`src/fcm_pkg.sv`:
```
// ----------------------------------------------------------------------------
// fcm_pkg: shared types and constants for the two-value map
// Table depth, field widths, operation and status codes, the entry and
// result structs, and the capacity clamp used on the config register.
// ----------------------------------------------------------------------------
package fcm_pkg;

    localparam int TABLE_DEPTH = 64;
    localparam int STEP_W      = $clog2(TABLE_DEPTH);
    localparam int COUNT_W     = $clog2(TABLE_DEPTH + 1);
    localparam int DATA_W      = 32;
    localparam int CAP_W       = 7;
    localparam int CMP_W       = (COUNT_W > CAP_W) ? COUNT_W : CAP_W;
    localparam int PADDR_W     = 2;
    localparam int PDATA_W     = 32;

    localparam logic [PADDR_W-1:0] ADDR_CAPACITY = '0;

    typedef enum logic [1:0] {
        OP_ADD    = 2'd0,
        OP_SEARCH = 2'd1,
        OP_REMOVE = 2'd2,
        OP_NONE   = 2'd3
    } op_t;

    typedef enum logic [1:0] {
        STATUS_DONE = 2'd0,
        STATUS_MISS = 2'd1,
        STATUS_FULL = 2'd2
    } status_t;

    typedef enum logic [1:0] {
        ST_IDLE   = 2'd0,
        ST_SCAN   = 2'd1,
        ST_FINISH = 2'd2
    } state_t;

    typedef struct packed {
        logic signed [DATA_W-1:0] key;
        logic signed [DATA_W-1:0] value;
    } entry_t;

    typedef struct packed {
        status_t                  status;
        logic                     first_found;
        logic signed [DATA_W-1:0] first_value;
        logic                     second_found;
        logic signed [DATA_W-1:0] second_value;
        logic [COUNT_W-1:0]       pair_count;
        logic                     is_empty;
        logic                     is_full;
    } result_t;

    // zero reads as one, anything past the built depth saturates
    function automatic logic [COUNT_W-1:0] effective_cap(input logic [CAP_W-1:0] cfg);
        logic [CMP_W-1:0] c;
        c = CMP_W'(cfg);
        if (c == '0) begin
            return COUNT_W'(1);
        end
        if (c > CMP_W'(TABLE_DEPTH)) begin
            return COUNT_W'(TABLE_DEPTH);
        end
        return COUNT_W'(c);
    endfunction

endpackage

```
`src/fcm_cell.sv`:
```
// ----------------------------------------------------------------------------
// fcm_cell: one table slot of the rotating chain
// Holds a key/value pair and takes its neighbor's pair on every shift.
// ----------------------------------------------------------------------------
module fcm_cell
    import fcm_pkg::*;
(
    input  logic   aclk,
    input  logic   shift_en,
    input  entry_t d,
    output entry_t q
);

    entry_t entry_reg;

    always_ff @(posedge aclk) begin
        if (shift_en) begin
            entry_reg <= d;
        end
    end

    assign q = entry_reg;

endmodule

```
`src/fcm_ctrl.sv`:
```
// ----------------------------------------------------------------------------
// fcm_ctrl: scan sequencer for the two-value map
// Rotates the cell chain one slot a cycle, compares the head slot against
// the request, splices new or moved pairs into the chain tail and builds
// the result beat.
// ----------------------------------------------------------------------------
module fcm_ctrl
    import fcm_pkg::*;
(
    input  logic                     aclk,
    input  logic                     aresetn,
    input  logic                     s_valid,
    output logic                     s_ready,
    input  logic [1:0]               s_op,
    input  logic signed [DATA_W-1:0] s_key,
    input  logic signed [DATA_W-1:0] s_value,
    input  logic [COUNT_W-1:0]       cap,
    input  entry_t                   head,
    output entry_t                   feed,
    output logic                     shift_en,
    output logic                     m_valid,
    input  logic                     m_ready,
    output result_t                  result
);

    state_t                   state_reg, state_next;
    logic [COUNT_W-1:0]       count_reg, count_next;
    logic                     m_valid_reg, m_valid_next;
    logic [STEP_W-1:0]        step_reg, step_next;
    logic                     pass_reg, pass_next;
    logic                     full_reg, full_next;
    logic                     add_ok_reg, add_ok_next;
    logic                     rm_hit_reg, rm_hit_next;
    logic                     f1_reg, f1_next;
    logic                     f2_reg, f2_next;
    op_t                      op_reg, op_next;
    logic signed [DATA_W-1:0] key_reg, key_next;
    logic signed [DATA_W-1:0] val_reg, val_next;
    logic signed [DATA_W-1:0] v1_reg, v1_next;
    logic signed [DATA_W-1:0] v2_reg, v2_next;
    logic [STEP_W-1:0]        rm_idx_reg, rm_idx_next;
    entry_t                   last_reg, last_next;
    result_t                  result_reg, result_next;

    logic [COUNT_W-1:0] step_ext;
    logic               in_table;
    logic               key_hit;
    logic               pair_hit;
    logic               last_step;
    logic               load;
    status_t            status_fin;
    logic [COUNT_W-1:0] count_fin;

    assign step_ext  = COUNT_W'(step_reg);
    assign in_table  = step_ext < count_reg;
    assign key_hit   = head.key == key_reg;
    assign pair_hit  = key_hit && (head.value == val_reg);
    assign last_step = step_reg == STEP_W'(TABLE_DEPTH - 1);

    always_comb begin
        status_fin = STATUS_MISS;
        count_fin  = count_reg;
        case (op_reg)
            OP_ADD: begin
                if (full_reg) begin
                    status_fin = STATUS_FULL;
                end else if (add_ok_reg) begin
                    status_fin = STATUS_DONE;
                    count_fin  = count_reg + COUNT_W'(1);
                end
            end
            OP_SEARCH: begin
                status_fin = STATUS_DONE;
            end
            OP_REMOVE: begin
                if (rm_hit_reg) begin
                    status_fin = STATUS_DONE;
                    count_fin  = count_reg - COUNT_W'(1);
                end
            end
            default: begin
                status_fin = STATUS_MISS;
            end
        endcase
    end

    always_comb begin
        state_next  = state_reg;
        count_next  = count_reg;
        step_next   = step_reg;
        pass_next   = pass_reg;
        full_next   = full_reg;
        add_ok_next = add_ok_reg;
        rm_hit_next = rm_hit_reg;
        f1_next     = f1_reg;
        f2_next     = f2_reg;
        op_next     = op_reg;
        key_next    = key_reg;
        val_next    = val_reg;
        v1_next     = v1_reg;
        v2_next     = v2_reg;
        rm_idx_next = rm_idx_reg;
        last_next   = last_reg;
        result_next = result_reg;
        feed        = head;
        shift_en    = 1'b0;
        s_ready     = 1'b0;
        load        = 1'b0;

        case (state_reg)
            ST_IDLE: begin
                s_ready = 1'b1;
                if (s_valid) begin
                    op_next     = op_t'(s_op);
                    key_next    = s_key;
                    val_next    = s_value;
                    full_next   = count_reg >= cap;
                    f1_next     = 1'b0;
                    f2_next     = 1'b0;
                    v1_next     = '0;
                    v2_next     = '0;
                    add_ok_next = 1'b0;
                    rm_hit_next = 1'b0;
                    step_next   = '0;
                    pass_next   = 1'b0;
                    state_next  = ST_SCAN;
                end
            end
            ST_SCAN: begin
                shift_en = 1'b1;
                if (!pass_reg) begin
                    if ((op_reg == OP_ADD || op_reg == OP_SEARCH) && in_table && key_hit) begin
                        if (!f1_reg) begin
                            f1_next = 1'b1;
                            v1_next = head.value;
                        end else begin
                            f2_next = 1'b1;
                            v2_next = head.value;
                        end
                    end
                    // slot just past the stored pairs takes the new pair
                    if (op_reg == OP_ADD && step_ext == count_reg && !full_reg && !f2_reg) begin
                        feed.key    = key_reg;
                        feed.value  = val_reg;
                        add_ok_next = 1'b1;
                    end
                    if (op_reg == OP_REMOVE) begin
                        if (in_table && pair_hit && !rm_hit_reg) begin
                            rm_hit_next = 1'b1;
                            rm_idx_next = step_reg;
                        end
                        if (step_ext == count_reg - COUNT_W'(1)) begin
                            last_next = head;
                        end
                    end
                end else if (rm_hit_reg && step_reg == rm_idx_reg) begin
                    // second lap: last pair fills the gap
                    feed = last_reg;
                end
                if (last_step) begin
                    step_next = '0;
                    if (!pass_reg && op_reg == OP_REMOVE) begin
                        pass_next = 1'b1;
                    end else begin
                        pass_next  = 1'b0;
                        state_next = ST_FINISH;
                    end
                end else begin
                    step_next = step_reg + STEP_W'(1);
                end
            end
            ST_FINISH: begin
                if (!m_valid_reg || m_ready) begin
                    load                     = 1'b1;
                    count_next               = count_fin;
                    result_next.status       = status_fin;
                    result_next.first_found  = (op_reg == OP_SEARCH) && f1_reg;
                    result_next.first_value  = (op_reg == OP_SEARCH) ? v1_reg : '0;
                    result_next.second_found = (op_reg == OP_SEARCH) && f2_reg;
                    result_next.second_value = (op_reg == OP_SEARCH) ? v2_reg : '0;
                    result_next.pair_count   = count_fin;
                    result_next.is_empty     = count_fin == '0;
                    result_next.is_full      = count_fin >= cap;
                    state_next               = ST_IDLE;
                end
            end
            default: begin
                state_next = ST_IDLE;
            end
        endcase

        if (load) begin
            m_valid_next = 1'b1;
        end else if (m_ready) begin
            m_valid_next = 1'b0;
        end else begin
            m_valid_next = m_valid_reg;
        end
    end

    always_ff @(posedge aclk) begin
        if (!aresetn) begin
            state_reg   <= ST_IDLE;
            count_reg   <= '0;
            m_valid_reg <= 1'b0;
            step_reg    <= '0;
            pass_reg    <= 1'b0;
            full_reg    <= 1'b0;
            add_ok_reg  <= 1'b0;
            rm_hit_reg  <= 1'b0;
        end else begin
            state_reg   <= state_next;
            count_reg   <= count_next;
            m_valid_reg <= m_valid_next;
            step_reg    <= step_next;
            pass_reg    <= pass_next;
            full_reg    <= full_next;
            add_ok_reg  <= add_ok_next;
            rm_hit_reg  <= rm_hit_next;
        end
    end

    always_ff @(posedge aclk) begin
        f1_reg     <= f1_next;
        f2_reg     <= f2_next;
        op_reg     <= op_next;
        key_reg    <= key_next;
        val_reg    <= val_next;
        v1_reg     <= v1_next;
        v2_reg     <= v2_next;
        rm_idx_reg <= rm_idx_next;
        last_reg   <= last_next;
        result_reg <= result_next;
    end

    assign m_valid = m_valid_reg;
    assign result  = result_reg;

`ifndef NO_ASSERTIONS
    a_count_bound: assert property (@(posedge aclk) disable iff (!aresetn)
        count_reg <= COUNT_W'(TABLE_DEPTH))
        else $error("pair count past table depth");

    a_count_moves_on_finish: assert property (@(posedge aclk) disable iff (!aresetn)
        state_reg != ST_FINISH |=> $stable(count_reg))
        else $error("pair count changed outside finish");

    a_result_loaded: assert property (@(posedge aclk) disable iff (!aresetn)
        (state_reg == ST_FINISH && (!m_valid_reg || m_ready)) |=> m_valid_reg)
        else $error("finished request produced no result beat");

    a_add_not_when_full: assert property (@(posedge aclk) disable iff (!aresetn)
        add_ok_reg |-> !full_reg)
        else $error("pair added into a full table");

    a_second_lap_remove_only: assert property (@(posedge aclk) disable iff (!aresetn)
        pass_reg |-> (op_reg == OP_REMOVE && state_reg == ST_SCAN))
        else $error("second lap outside a remove scan");
`endif

endmodule

```
`src/fixed_capacity_two_value_map.sv`:
```
// ----------------------------------------------------------------------------
// fixed_capacity_two_value_map: unsorted key/value table, two values per key
// Requests come in on the s_ channel (s_op, s_key, s_value) and each one
// gives exactly one result beat on the m_ channel: status, up to two found
// values for a search, and the pair count, empty and full flags after the
// request. Capacity is set through the APB port (register 0, 7 bits).
//
// The table lives in a chain of cells that rotates one slot per cycle while
// a request is scanned; the head slot is compared against the request and
// new or moved pairs are spliced in at the tail. Add, search and unused
// codes take one lap, remove takes two (the first finds the pair and the
// last entry, the second fills the gap). A request is accepted, then
// scanned lap by lap, then its result is loaded into the result register;
// the next request is taken only once the map is back in idle.
// Reset empties the table (count zero) and sets capacity to 64. A stalled
// result beat holds in its register; the next request may still be taken
// and scanned, and waits at its end until the result register frees up.
// ----------------------------------------------------------------------------
module fixed_capacity_two_value_map
    import fcm_pkg::*;
(
    input  logic                     aclk,
    input  logic                     aresetn,
    input  logic                     psel,
    input  logic                     penable,
    input  logic                     pwrite,
    input  logic [PADDR_W-1:0]       paddr,
    input  logic [PDATA_W-1:0]       pwdata,
    output logic [PDATA_W-1:0]       prdata,
    output logic                     pready,
    input  logic                     s_valid,
    output logic                     s_ready,
    input  logic [1:0]               s_op,
    input  logic signed [DATA_W-1:0] s_key,
    input  logic signed [DATA_W-1:0] s_value,
    output logic                     m_valid,
    input  logic                     m_ready,
    output logic [1:0]               m_status,
    output logic                     m_first_found,
    output logic signed [DATA_W-1:0] m_first_value,
    output logic                     m_second_found,
    output logic signed [DATA_W-1:0] m_second_value,
    output logic [COUNT_W-1:0]       m_pair_count,
    output logic                     m_is_empty,
    output logic                     m_is_full
);

    logic [CAP_W-1:0]   cap_cfg_reg;
    logic [COUNT_W-1:0] cap_eff;
    entry_t             chain [TABLE_DEPTH];
    entry_t             feed;
    logic               shift_en;
    result_t            result;

    // single register, so every write lands on the capacity
    always_ff @(posedge aclk) begin
        if (!aresetn) begin
            cap_cfg_reg <= CAP_W'(64);
        end else if (psel && penable && pwrite) begin
            cap_cfg_reg <= pwdata[CAP_W-1:0];
        end
    end

    assign pready  = 1'b1;
    assign prdata  = (paddr == ADDR_CAPACITY) ? PDATA_W'(cap_cfg_reg) : '0;
    assign cap_eff = effective_cap(cap_cfg_reg);

    for (genvar k = 0; k < TABLE_DEPTH; k++) begin : g_cell
        if (k == TABLE_DEPTH - 1) begin : g_tail
            fcm_cell u_cell (
                .aclk     (aclk),
                .shift_en (shift_en),
                .d        (feed),
                .q        (chain[k])
            );
        end else begin : g_body
            fcm_cell u_cell (
                .aclk     (aclk),
                .shift_en (shift_en),
                .d        (chain[k+1]),
                .q        (chain[k])
            );
        end
    end

    fcm_ctrl u_ctrl (
        .aclk     (aclk),
        .aresetn  (aresetn),
        .s_valid  (s_valid),
        .s_ready  (s_ready),
        .s_op     (s_op),
        .s_key    (s_key),
        .s_value  (s_value),
        .cap      (cap_eff),
        .head     (chain[0]),
        .feed     (feed),
        .shift_en (shift_en),
        .m_valid  (m_valid),
        .m_ready  (m_ready),
        .result   (result)
    );

    assign m_status       = result.status;
    assign m_first_found  = result.first_found;
    assign m_first_value  = result.first_value;
    assign m_second_found = result.second_found;
    assign m_second_value = result.second_value;
    assign m_pair_count   = result.pair_count;
    assign m_is_empty     = result.is_empty;
    assign m_is_full      = result.is_full;

endmodule
```
`config.mk`:
```
export PLATFORM = sky130hd
export DESIGN_NAME = fixed_capacity_two_value_map
export DESIGN_NICKNAME = d
export VERILOG_FILES = /design/src/fcm_pkg.sv /design/src/fcm_cell.sv /design/src/fcm_ctrl.sv /design/src/fixed_capacity_two_value_map.sv
export SDC_FILE = /design/constraint.sdc
export NUM_CORES = 2
export LEC_CHECK = 0
export BUFFER_PORTS_ARGS = -buffer_cell sky130_fd_sc_hd__buf_2
export CORE_UTILIZATION = 53
export CTS_CLUSTER_DIAMETER = 30
export DETAILED_ROUTE_END_ITERATION = 12
export PLACE_DENSITY_LB_ADDON = 0.15
export RECOVER_POWER = 50
export REMOVE_ABC_BUFFERS = 1
export SLEW_MARGIN = 20
export SYNTH_ARGS = -nofsm -noshare
export SYNTH_HDL_FRONTEND = slang
export SYNTH_SLANG_ARGS = --single-unit
export TNS_END_PERCENT = 1
```
`constraint.sdc`:
```
create_clock -name aclk -period 232.8 [get_ports aclk]
set_clock_uncertainty 0.2 [all_clocks]
set_input_delay 23.28 -clock aclk [delete_from_list [all_inputs] [get_ports aclk]]
set_output_delay 23.28 -clock aclk [all_outputs]
set_load 0.05 [all_outputs]
```
==> metrics.csv <==
metric,value,unit
die_area,259000,µm²
cp_slowest_stage_delay,0.26,ns
slowest_stage,buf_2,
max_freq,0.0210,GHz
syn_inst,5044,
ys_ff_latch,4402,
gp_congestion,0.749,
finalCriticalPeriod,47.53,ns
chipWidth,509,µm
hpwlAfterDp,91400,µm
fin_nets,6019,
finalSetupTns,0,ns
port_buffers,167,
cp.required,209.32,ns
largest_reg_flops,4032,
ys_async_sr_fraction,0,%
cp-end-kind,primary output,
htreeDepth,6,
holdWs,0.184,ns
fillers,16300,
root_buffer,clkbuf_16,
hold_class,reg -> reg,
synth_top_cell_area_share,96.4,%
pin_count,219,
timing.final.max_slew_violations,336,
overflow,0,
crit_top_cell,buf_2,
crit_buf_inv,2,
clkTransAtPathRegs,0.05,ns
grt_pass1_vias,49100,
cap_violations,5,
routedWlPerCell,19.3,µm
grt_max_degree,231,
fp.dieH,509,µm
seq_area,132000,µm²
drt_iter0_drc,4448,
cp-start-kind,input port,
drt_wl_total,190000,µm
hold_violations,0,
vias,49100,
violations,"max-capacitance violations, max-slew violations",
multi_input_area,4080,µm²
synthDistinctLibCells,56,
yosysSeqAreaShare,96.8,%
worstMarginPinSlew,6.16,ns
drc,0,
slew_headroom,-313,%
yosysTopAreaCell,edfxtp_1,
final-setup-viol-count,0,
ys_top_cells_by_count,"4375 x edfxtp_1, 105 x and2_1, 69 x a21o_1, 65 x a22o_1, 53 x xor2_1",
crit_fanout,6,
initial_core_util,53.5,%
core,255000,µm²
rsz0062_at_grt,false,
vias_per_cell,5.00,
synth_area,136000,µm²
cts_tree,yes,
final_core_util,64.5,%
finalCritPeriodShare,20.4,%
status,"complete, but fails checks",
cts_resized,0,
rows,185,
cts_made_buffers,660,
synthTopCellsByArea,"edfxtp_1 96%, and2_1 0.48%, a22o_1 0.42%",
antenna_found_initial,9,
ant_nets,0,
synth_edf_count,4375,
worstSetupPathType,in -> out,
clock-sinks,4402,
arrival,24.05,ns
cts_setup_buffers,0,
worstPathCellList,buf_2 -> nor2_1 -> and2_1 -> buf_2,
postSynthAreaPerCell,27.0,µm²
power-per-cell-area,12.0,nW/µm²
drt-pass1-iter-count,7,
ir_drop,0.00000928,V
p_leak,0.0554,µW
cts_hold_buf,0,
drive_above_1_share,20.6,%
syn2layout_area_growth,20.6,%
ys.flop_type,edfxtp_1,
synth_warnings,0,
grt_first_pass_wirelength,295000,µm
yosysMostFrequentCell,edfxtp_1,
critPathTopFamily,simple AND/OR/NAND/NOR gates,
cts.path.max_buffers,4,
track_usage,14.9,%
clk_latency,0.92,ns
[stage by stage]
stage                     setup WS, ns  instances  power [µW]  area (µm²)
after CTS                       185.26       9805        2010      164000
final                           185.27       9816        1980      164000
after global placement          185.30       8587        1010      142000
after global routing            185.22       9814        2050      164000
after detailed placement        185.26       8587        1010      142000
after floorplan                 153.50       5001        1110      136000
[metal layers]
| layer | global-route usage, % | share of wire [%] | up-vias |
|---|---|---|---|
| met1 | 23.6 | 48 | 25200 |
| li1 | - | - | 22300 |
| met4 | 6.53 | 3.4 | 0 |
| met3 | 3.64 | 5.2 | 429 |
| met5 | 0 | 0 | - |
| met2 | 19.7 | 43 | 1112 |
[cells by family after synthesis]
family	Yosys count	synth area share [%]
AO/OA/AOI/OAI	184	1.02
XOR/XNOR	86	0.553
adder cells (fa/ha/maj)	23	0.211
buffers and inverters	85	0.329
flip-flops	4402	96.8
multiplexers	7	0.0514
other	2	0.00551
AND/OR/NAND/NOR	255	1.07
[cells in the final DEF, fill, tap and decap left out, types with 27 or more instances in the layout]
cell and n:
edfxtp_1 4375, clkbuf_16 673, buf_2 167, clkinv_2 86, clkinv_1 77, bufinv_16 76, inv_6 74, clkinvlp_4 74
a21o_1 69, and2_1 66, a22o_1 65, clkinv_4 63, xor2_1 53, clkbuf_1 52, nor2_1 41, and2_0 39
buf_4 35, xnor2_1 33, dfxtp_1 27
[power breakdown]
group          total (µW)  switching, µW  internal, µW
Clock                 985            362           623
Sequential            961           16.9           945
Combinational        34.5           30.2          4.36
[path summary, 6_finish.rpt]
kind	start	to	slack, ns	depth (start not counted)
worst max-delay path	paddr[1]	prdata[4]	185.27	4
worst max register to register	u_ctrl.state_reg[1]	g_cell[63].g_tail.u_cell.q[61]	220.07	5
worst min register to register	g_cell[13].g_body.u_cell.q[42]	g_cell[12].g_body.u_cell.q[42]	0.18	0
worst min-delay path	g_cell[13].g_body.u_cell.q[42]	g_cell[12].g_body.u_cell.q[42]	0.18	0
[layout make-up]
| type | instances | area share [%] |
|---|---|---|
| diodes | 5 | 0.00761 |
| clock buffers | 721 | 10.4 |
| clock inverters | 497 | 3.42 |
| inverters | 18 | 0.0449 |
| multi-input cells | 581 | 2.48 |
| flip-flops and latches | 4402 | 80.2 |
| well taps | 3366 | 2.56 |
| repair buffers | 226 | 0.896 |
(Power assumes the default switching activity.)
